==> src/rtl/core/sktc_ram.sv <==
// ----------------------------------------------------------------------------
// sktc_ram
// generic simple dual port ram, one write port, one registered read port
// ----------------------------------------------------------------------------
module sktc_ram #(
   parameter int WIDTH = 8,
   parameter int DEPTH = 16
) (
   input  logic                              clock,
   input  logic                              wr_en,
   input  logic [$clog2(DEPTH > 1 ? DEPTH : 2)-1:0] wr_addr,
   input  logic [WIDTH-1:0]                  wr_data,
   input  logic [$clog2(DEPTH > 1 ? DEPTH : 2)-1:0] rd_addr,
   output logic [WIDTH-1:0]                  rd_data
);

   logic [WIDTH-1:0] mem_ff [DEPTH];

   always_ff @(posedge clock) begin
      if (wr_en) begin
         mem_ff[wr_addr] <= wr_data;
      end
      rd_data <= mem_ff[rd_addr];
   end

endmodule

==> config.mk <==
export PLATFORM = sky130hd
export DESIGN_NAME = sktc_ram
export DESIGN_NICKNAME = d
export VERILOG_FILES = /design/src/rtl/core/sktc_ram.sv
export SDC_FILE = /design/constraint.sdc
export NUM_CORES = 1
export LEC_CHECK = 0
export BUFFER_PORTS_ARGS = -buffer_cell sky130_fd_sc_hd__clkbuf_2
export CAP_MARGIN = 10
export CORE_MARGIN = 8
export CORE_UTILIZATION = 51
export CTS_CLUSTER_SIZE = 40
export DETAILED_ROUTE_END_ITERATION = 12
export PLACE_DENSITY_LB_ADDON = 0.15
export RECOVER_POWER = 25
export SETUP_SLACK_MARGIN = 0.1
export SYNTH_ARGS = -nofsm -noshare
export SYNTH_HDL_FRONTEND = slang
export SYNTH_SLANG_ARGS = --single-unit
==> constraint.sdc <==
create_clock -name clock -period 1.9 [get_ports clock]
set_input_delay 0.285 -clock clock [delete_from_list [all_inputs] [get_ports clock]]
set_output_delay 0.285 -clock clock [all_outputs]
set_load 0.02 [all_outputs]
# Word level (Yosys, flattened, before mapping)
# Memory sizes are Yosys's and may differ from the RTL's. A register that Yosys moved wholly into a read port is not among the register bits.
# Index checks and enable logic that the tools add are counted.
[op_classes] n_mux=2
[op_table] operator="$mux W1" n=2
[totals] register_bits=0 mem_bits_rw=128 inputBits=18 output_inout_bits=8 mem_count=1
[mem_list] name="mem_ff" depth=16 word_bits=8 rd=1 rd_clocked_by_memory_dff=1 write_ports=1 line_no="17" text="logic [WIDTH-1:0] mem_ff [DEPTH];"

# Depth between registers and ports, before layout
# Gate-level depths: netlist (run 1).
[depth] depth_word=2 depth_mapped=5

# Worst setup path before layout (run 1)
# Ideal clock, no wire load.
[synth_timing] path_type="input -> register" start="input wr_addr[2] (netlist bit)" end="memory mem_ff[0][0] (enable)" setup_ns=0.383 t_arrival_ns=1.395 path_slack_ns=0.122 path_stages=2 path_buffers=0 path_cell_list="or3b_2 -> nor3_1"
[synth_lines] element="start, declared" line_no="11" text="input logic [$clog2(DEPTH > 1 ? DEPTH : 2)-1:0] wr_addr,"
[synth_lines] element="end, declared" line_no="17"
# Straight into the memory's write port.

==> flow_summary.json, run 1 <==
{
  "synth_nets": 247,
  "critPathCaptureType": "register",
  "avgSynthCellArea_sq_um": 22.5,
  "drive_gt1_share_pct": 29.9,
  "cts-resized-gates": 0,
  "setup_tns_ns": 0,
  "holdPathEnd": "mem_ff[7][3]",
  "ys_ff_latch": 136,
  "dp_cells": 399,
  "fp.coreArea_sq_um": 9770,
  "rsz0062_at_grt": "false",
  "finish.utilization_pct": 62.5,
  "p_leak_nw": 2.08,
  "reg2regPathDepth": 3,
  "fin_cells": 431,
  "synthCells": 229,
  "syn_to_final_growth_pct": 18.7,
  "die-area_sq_um": 13600,
  "die_x_microns": 116,
  "nFillCells": 698,
  "skew_ns": 0.00493,
  "synthTopCellsByArea": "edfxtp_1 75%, mux4_2 7.9%, mux4_1 7.1%",
  "hpwl_microns": 6030,
  "clk_path_buf_depth": 2,
  "reg2reg_from": "mem_ff[8][4]",
  "drc": 0,
  "gp_congestion": 0.716,
  "r2r-end": "rd_data[4]",
  "wl_per_cell_microns": 22.4,
  "synth.yosys.seq_area_share_pct": 77.8,
  "drt-total-wl_microns": 9660,
  "antenna_found_initial": 0,
  "grt_max_degree": 29,
  "antenna_cells": 0,
  "path_cells": "mux4_1 > a22oi_1 > nand2_1",
  "viasPerCell": 5.65,
  "power.density_nw_per_um2": 1120,
  "synth_top_area_share_pct": 74.7,
  "hold_start": "wr_data[3]",
  "fin_crit_sh_pct": 71.3,
  "port_buffers": 25,
  "cts_setup_buffers": 0,
  "startpoint_type": "register",
  "synth_area_sq_um": 5150,
  "ys_types": 19,
  "hold_buffers": 0,
  "clkTransAtPathRegs_ns": 0.06,
  "initial_core_util_pct": 52.7,
  "relSlewSlack_pct": 55.0,
  "final_common_cell": "edfxtp_1",
  "clk_latency_ns": 0.50,
  "tritoncts": "built",
  "vias": 2434,
  "min_period_ns": 1.35,
  "hold_viol": 0,
  "critPathRequiredTime_ns": 2.28,
  "dieHeight_microns": 116,
  "first_global_vias": 2610,
  "ctsRootBufferMaster": "clkbuf_8",
  "timing.fmax_ghz": 0.738,
  "max_stage_delay_ns": 0.49,
  "cts_sinks": 136,
  "rrSetupSlack_ns": 0.55,
  "h-tree-depth": 4,
  "crit_type": "register to register",
  "setup_viol": 0,
  "status": "complete, no violations",
  "worstMarginPinSlew_ns": 0.675,
  "worst-path-buf-inv": 0,
  "antenna_left": 0,
  "finalMaxSlewViolations": 0,
  "io_pins": 26,
  "ir_worst_vdd_mv": 0.488,
  "drt_iter0_drc": 151,
  "yosysTopAreaCell": "edfxtp_1",
  "critPathMaxFanout": 1,
  "overflow": 0,
  "grt_pass1_wl_microns": 14900,
  "holdCritPathClass": "primary input to register",
  "cts_buffers": 17,
  "worst_ep_arrival_time_ns": 1.74,
  "drt-pass1-iter-count": 4,
  "fin_nets": 303,
  "layout_common_cells": "128 x edfxtp_1, 20 x clkbuf_2, 20 x buf_4",
  "critPathTopFamily": "multiplexers",
  "placement_rows": 36,
  "hold_depth": 1,
  "yosys_warnings": 0,
  "cap_viol_max_count": 0,
  "cp_slowest_cell": "mux4_1",
  "track_usage_pct": 15.9
}
[synthesized netlist by cell type, drive strengths merged]
cell and number:
nand3 1, nand2b 2, nor2b 1, nand2 9, buf 7, and2b 1, and2 1, mux4 32
a22oi 16, or3b 1, nand3b 2, clkdlybuf4s25 3, dfxtp 8, nor3 4, edfxtp 128, nor2 13
[power by group]
part | internal (mW) | leakage, nW | switching, mW
clock | 1.97 | 0.273 | 1.16
combinational | 0.137 | 0.584 | 0.194
sequential | 3.36 | 1.22 | 0.0207
total | 5.46 | 2.08 | 1.38
[cell families after synthesis]
logic type      Yosys count  share of synthesized area [%]
compound gates           16                           2.33
buf+inv                  10                           1.68
flops                   136                           77.8
mux                      32                           15.0
simple gates             35                           3.18
[per-layer routing]
layer	track usage [%]	routed length [microns]	up-vias
li1	-	-	1090
met1	20.1	4180	1262
met2	25.5	4790	74
met3	5.48	610	8
met4	5.10	80	0
met5	0	0	-
[how the worst max path moves through the flow]
stage,start,end,slack [ns],depth (start not counted)
floorplan,wr_addr[2],mem_ff[0][0],0.12,2
global placement,rd_addr[0],rd_data[4],0.18,5
detailed placement,rd_addr[0],rd_data[4],0.17,5
CTS,mem_ff[8][4],rd_data[4],0.51,3
global route,mem_ff[8][4],rd_data[4],0.48,3
finish,mem_ff[8][4],rd_data[4],0.55,3
[per-stage QoR]
step           hold WS (ns)  worst slack (ns)  power (mW)  cell area, sq um
2_1_floorplan         0.384             0.122        3.63              5150
3_3_place_gp          0.660             0.178        3.77              5540
3_5_place_dp          0.672             0.171        3.78              5540
4_1_cts               0.183             0.506        6.92              6120
5_1_grt               0.220             0.475        7.06              6110
6_report              0.206             0.545        6.84              6110
[sequential cells by signal, indices dropped and copies added (netlist names)]
| register | count |
|---|---|
| rd_data | 8 |
| mem_ff | 128 |
[area by class of cell]
class | count | area (sq um) | area share [%]
flip-flops and latches | 136 | 4000 | 65.5
multi-input cells | 83 | 1060 | 17.3
clock buffers | 17 | 414 | 6.78
repair buffers | 47 | 309 | 5.06
well taps | 133 | 166 | 2.72
clock inverters | 15 | 160 | 2.62
No activity file was read; power rests on OpenSTA's default activity.
==> run 2, diff against run 1 <==
clock period = 1.23 ns   (was 1.9 ns; I/O delays follow)
==> run 2 against run 1 <==
The run now ends with negative setup slack left. Sequential cell count stayed put. Clock skew is 0.0047 ns higher. Maximum frequency is 3.9% higher. Hold slack worse by 0.096 ns. Sequential power is 55% higher. Die area stayed put. First-iteration DRC count is 22% higher. Clock power is 55% higher. Setup slack worse by 0.62 ns. Critical endpoint is now rd_data[6].
==> flow_summary.json, run 2 (synthesis gave the netlist of run 1 again) <==
{
  "status": "finished, violations left",
  "violations": "negative setup slack",
  "ctsRootBufferMaster": "clkbuf_8",
  "clkTransAtPathRegs_ns": 0.06,
  "tritoncts": "built",
  "holdCritPathClass": "primary input to register",
  "critPathCaptureType": "register",
  "worstMarginPinSlew_ns": 0.838,
  "worst-path-buf-inv": 1,
  "power.density_nw_per_um2": 1650,
  "hold_start": "wr_data[4]",
  "dp_cells": 421,
  "track_usage_pct": 17.0,
  "drt-total-wl_microns": 10500,
  "io_pins": 26,
  "nFillCells": 634,
  "syn_to_final_growth_pct": 27.1,
  "setup_viol": 7,
  "startpoint_type": "register",
  "finalMaxSlewViolations": 0,
  "clk_path_buf_depth": 2,
  "max_stage_delay_ns": 0.48,
  "crit_start": "mem_ff[9][6]",
  "multi_input_area_sq_um": 1090,
  "drive_gt1_share_pct": 47.8,
  "skew_ns": 0.00962,
  "antenna_left": 0,
  "layout_common_cells": "128 x edfxtp_1, 32 x buf_4, 31 x mux4_2",
  "dieHeight_microns": 116,
  "fp.coreArea_sq_um": 9770,
  "h-tree-depth": 4,
  "cap_viol_max_count": 0,
  "fin_ws_ns": -0.0743,
  "critPathMaxFanout": 1,
  "critPathTopFamily": "multiplexers",
  "gp_congestion": 0.734,
  "hold_viol": 0,
  "switchingPower_mw": 2.25,
  "largest_reg_flops": 128,
  "grt_max_degree": 17,
  "drt-pass1-iter-count": 4,
  "worst_ep_arrival_time_ns": 1.70,
  "p_int_mw": 8.54,
  "p_comb_share_pct": 6.3,
  "cp_slowest_cell": "mux4_2",
  "timing.fmax_ghz": 0.767,
  "final_common_cell": "edfxtp_1",
  "clk_latency_ns": 0.50,
  "die-area_sq_um": 13600,
  "reg_top3": "mem_ff x128, rd_data x8",
  "p_leak_nw": 2.21,
  "hold_buffers": 0,
  "cts_sinks": 136,
  "placement_rows": 36,
  "fin_crit_sh_pct": 106,
  "vias": 2556,
  "viasPerCell": 5.64,
  "grt_pass1_wl_microns": 16100,
  "regMostFlops": "mem_ff",
  "relSlewSlack_pct": 44.0,
  "regArea_sq_um": 4020,
  "overflow": 0,
  "total_power_mw": 10.8,
  "drc": 0,
  "antenna_cells": 0,
  "wl_per_cell_microns": 23.1,
  "fin_nets": 325,
  "crit_type": "register to register",
  "ir_worst_vdd_mv": 1.06,
  "port_buffers": 25,
  "fin_cells": 453,
  "reg2reg_from": "mem_ff[9][6]",
  "p_clk_share_pct": 45.2,
  "critPathRequiredTime_ns": 1.62,
  "first_global_vias": 2770,
  "rsz0062_at_grt": "true",
  "power_frac_seq_pct": 48.5,
  "cts_buffers": 17,
  "antenna_found_initial": 0,
  "drt_iter0_drc": 184,
  "min_period_ns": 1.30,
  "setup_tns_ns": -0.232,
  "path_cells": "mux4_2 > a22oi_2 > buf_4 > nand2_2",
  "die_x_microns": 116,
  "initial_core_util_pct": 52.7,
  "fin_hold_ws_ns": 0.111,
  "hpwl_microns": 6990,
  "p_sw_share_pct": 20.9
}
[run 2: cell count changes in the layout (fill, tap and decap cells not counted), sizes merged]
cell,delta
bufinv,-1
clkinv,-5
buf,+29
inv,+3
clkbuf,-5
clkinvlp,+1
[run 2: worst paths after layout]
kind                            slack [ns]      endpoint  cells past startpoint
worst max register to register       -0.07    rd_data[6]                      4
worst max-delay path                 -0.07    rd_data[6]                      4
worst min register to register        0.67    rd_data[1]                      3
worst min-delay path                  0.11  mem_ff[2][4]                      1
[run 2: power groups by stage]
stage / registers (mW) / clock network (mW) / logic, mW
3_5_place_dp: 5.31 / 0 / 0.619
4_1_cts: 5.23 / 4.95 / 0.677
3_3_place_gp: 5.31 / 0 / 0.611
5_1_grt: 5.24 / 5.13 / 0.722
2_1_floorplan: 5.34 / 0 / 0.297
6_report: 5.23 / 4.88 / 0.676
[run 2: what timing repair did]
action	CTS	global route
resized for setup	26	10
hold endpoints to repair	0	0
setup buffers	0	0
pin swaps	2	2
setup endpoints to repair	16	16
[run 2: worst register-to-register path: stages (launching register included)]
cell	delay (ns)
edfxtp_1	0.38
mux4_2	0.48
a22oi_2	0.16
buf_4	0.13
nand2_2	0.04
[run 2: per-stage QoR]
step | setup slack, ns | util [%] | cell area [sq um]
2_1_floorplan | -0.0575 | - | 5200
3_3_place_gp | -0.478 | 59.8 | 5850
3_5_place_dp | -0.464 | 59.8 | 5850
4_1_cts | -0.0959 | 66.8 | 6530
5_1_grt | -0.135 | 66.9 | 6540
6_report | -0.0743 | 66.9 | 6540
[run 2: cell type report]
type	count	share of cell area [%]
Clock buffer	19	6.75
Tap cell	133	2.54
Multi-Input combinational cell	83	16.7
Clock inverter	13	2.20
Sequential cell	136	61.4
Timing Repair Buffer	69	10.4
[run 2: per-layer routing]
layer	wire length (microns)	GRT usage, %	part of all wire (%)	vias to the layer above
met5	0	0	0	-
met4	87	4.75	0.83	0
li1	-	-	-	1124
met2	5400	28.4	52	90
met3	591	4.60	5.7	8
met1	4380	21.5	42	1334
==> run 3, diff against run 2 <==
CORE_UTILIZATION = 54   (was 51)
==> run 3 against run 2 <==
The flow still finishes with violations (negative setup slack). Die area decreased by 4.8%. Register-to-register slack improved by 0.02 ns. Core utilization up 3.7 points. Total power up 5.8%. Maximum frequency rose by 1.7%. Design area decreased by 0.21%. Largest cell class unchanged. Largest power group is now clock.
==> flow_summary.json, run 3 (synthesis gave the netlist of run 1 again) <==
{
  "status": "finished, violations left",
  "violations": "negative setup slack",
  "tritoncts": "built",
  "grt_max_degree": 22,
  "fp.coreArea_sq_um": 9240,
  "cts_sinks": 136,
  "fin_crit_sh_pct": 104,
  "skew_ns": 0.00547,
  "fin_ws_ns": -0.0527,
  "reg2reg_from": "mem_ff[7][0]",
  "placement_rows": 35,
  "holdCritPathClass": "primary input to register",
  "hold_buffers": 0,
  "track_usage_pct": 16.9,
  "r2r-end": "rd_data[0]",
  "worst_ep_arrival_time_ns": 1.68,
  "cts_buffers": 17,
  "drt-total-wl_microns": 10100,
  "critPathMaxFanout": 1,
  "ir_worst_vdd_mv": 1.03,
  "first_global_vias": 2734,
  "finalMaxSlewViolations": 0,
  "crit_start": "mem_ff[7][0]",
  "cap_viol_max_count": 0,
  "drt_iter0_drc": 190,
  "final_cell_area_sq_um": 6530,
  "startpoint_type": "register",
  "ctsRootBufferMaster": "clkbuf_8",
  "grt_pass1_wl_microns": 15500,
  "regMostFlops": "mem_ff",
  "worstMarginPinSlew_ns": 0.901,
  "overflow": 0,
  "timing.fmax_ghz": 0.780,
  "die_x_microns": 114,
  "min_period_ns": 1.28,
  "critPathRequiredTime_ns": 1.62,
  "dp_slack_ns": -0.342,
  "cts_setup_buffers": 0,
  "place_area_sq_um": 5760,
  "fin_nets": 320,
  "final_common_cell": "edfxtp_1",
  "setup_viol": 9,
  "syn_to_final_growth_pct": 26.8,
  "crit_path_end": "rd_data[0]",
  "hold_viol": 0,
  "io_pins": 26,
  "path_cells": "mux4_2 > a22oi_2 > nand2_1",
  "power.density_nw_per_um2": 1750,
  "rrSetupSlack_ns": -0.05,
  "vias": 2495,
  "max_stage_delay_ns": 0.52,
  "hpwl_microns": 6770,
  "rsz0062_at_grt": "true",
  "cp_slowest_cell": "mux4_2",
  "port_buffers": 25,
  "largest_reg_flops": 128,
  "clkTransAtPathRegs_ns": 0.06,
  "antenna_left": 0,
  "gp_congestion": 0.816,
  "initial_core_util_pct": 55.7,
  "dieHeight_microns": 114,
  "layout_common_cells": "128 x edfxtp_1, 32 x mux4_2, 31 x buf_4",
  "clk_latency_ns": 0.51,
  "viasPerCell": 5.62,
  "antenna_cells": 0,
  "critPathCaptureType": "register",
  "drive_gt1_share_pct": 47.9,
  "reg2regPathDepth": 3,
  "h-tree-depth": 4,
  "die-area_sq_um": 12900,
  "crit_type": "register to register",
  "reg_top3": "mem_ff x128, rd_data x8",
  "drc": 0,
  "antenna_found_initial": 0,
  "clk_path_buf_depth": 2,
  "relSlewSlack_pct": 39.8,
  "p_leak_nw": 2.21,
  "drt-pass1-iter-count": 4,
  "wl_per_cell_microns": 22.8
}
[run 3: layout make-up]
class / count / area (sq um)
flip-flops and latches: 136 / 4010
fillers: 543 / 2710
multi-input cells: 83 / 1110
repair buffers: 64 / 584
clock buffers: 18 / 428
clock inverters: 14 / 226
well taps: 129 / 161
[run 3: worst min-delay path by stage]
stage	slack [ns]	cells past startpoint	startpoint	to
final	0.12	1	wr_data[6]	mem_ff[1][6]
after global routing	0.14	1	wr_data[6]	mem_ff[1][6]
after CTS	0.08	1	wr_data[2]	mem_ff[4][2]
after detailed placement	0.62	1	rd_data[2]	rd_data[2]
after global placement	0.61	1	wr_data[2]	mem_ff[4][2]
after floorplan	0.28	0	wr_data[0]	mem_ff[0][0]
[run 3: per-layer routing]
layer | track usage [%] | vias up | routed length [microns]
met3 | 4.54 | 5 | 417
li1 | - | 1111 | -
met2 | 27.4 | 66 | 5180
met4 | 6.93 | 0 | 57
met5 | 0 | - | 0
met1 | 21.3 | 1313 | 4470
[run 3: per-stage QoR]
stage	setup TNS, ns	utilization (%)	hold slack [ns]	cells	power (mW)
after floorplan	-0.572	-	0.283	229	5.64
after global placement	-11.32	62.3	0.611	412	5.89
after detailed placement	-13.41	62.3	0.617	412	5.91
after CTS	-0.273	70.5	0.0796	444	11.4
after global routing	-0.519	70.6	0.137	444	11.7
final	-0.192	70.6	0.120	444	11.4
[run 3: critical path: cells and delay by family, from the launching register on]
family	cells	cell delay [ns]
AO/OA/AOI/OAI	1	0.21
flip-flops	1	0.37
multiplexers	1	0.52
AND/OR/NAND/NOR	1	0.07
[run 3: report_power, final]
part           switching (mW)  internal (mW)
registers              0.0510           5.19
clock network            1.78           3.73
logic                   0.346          0.316
total                    2.17           9.24
[run 3: repair_timing]
action | CTS | global route
endpoints found under the setup margin | 16 | 16
gates resized for setup | 28 | 11
pin swaps | 3 | 4
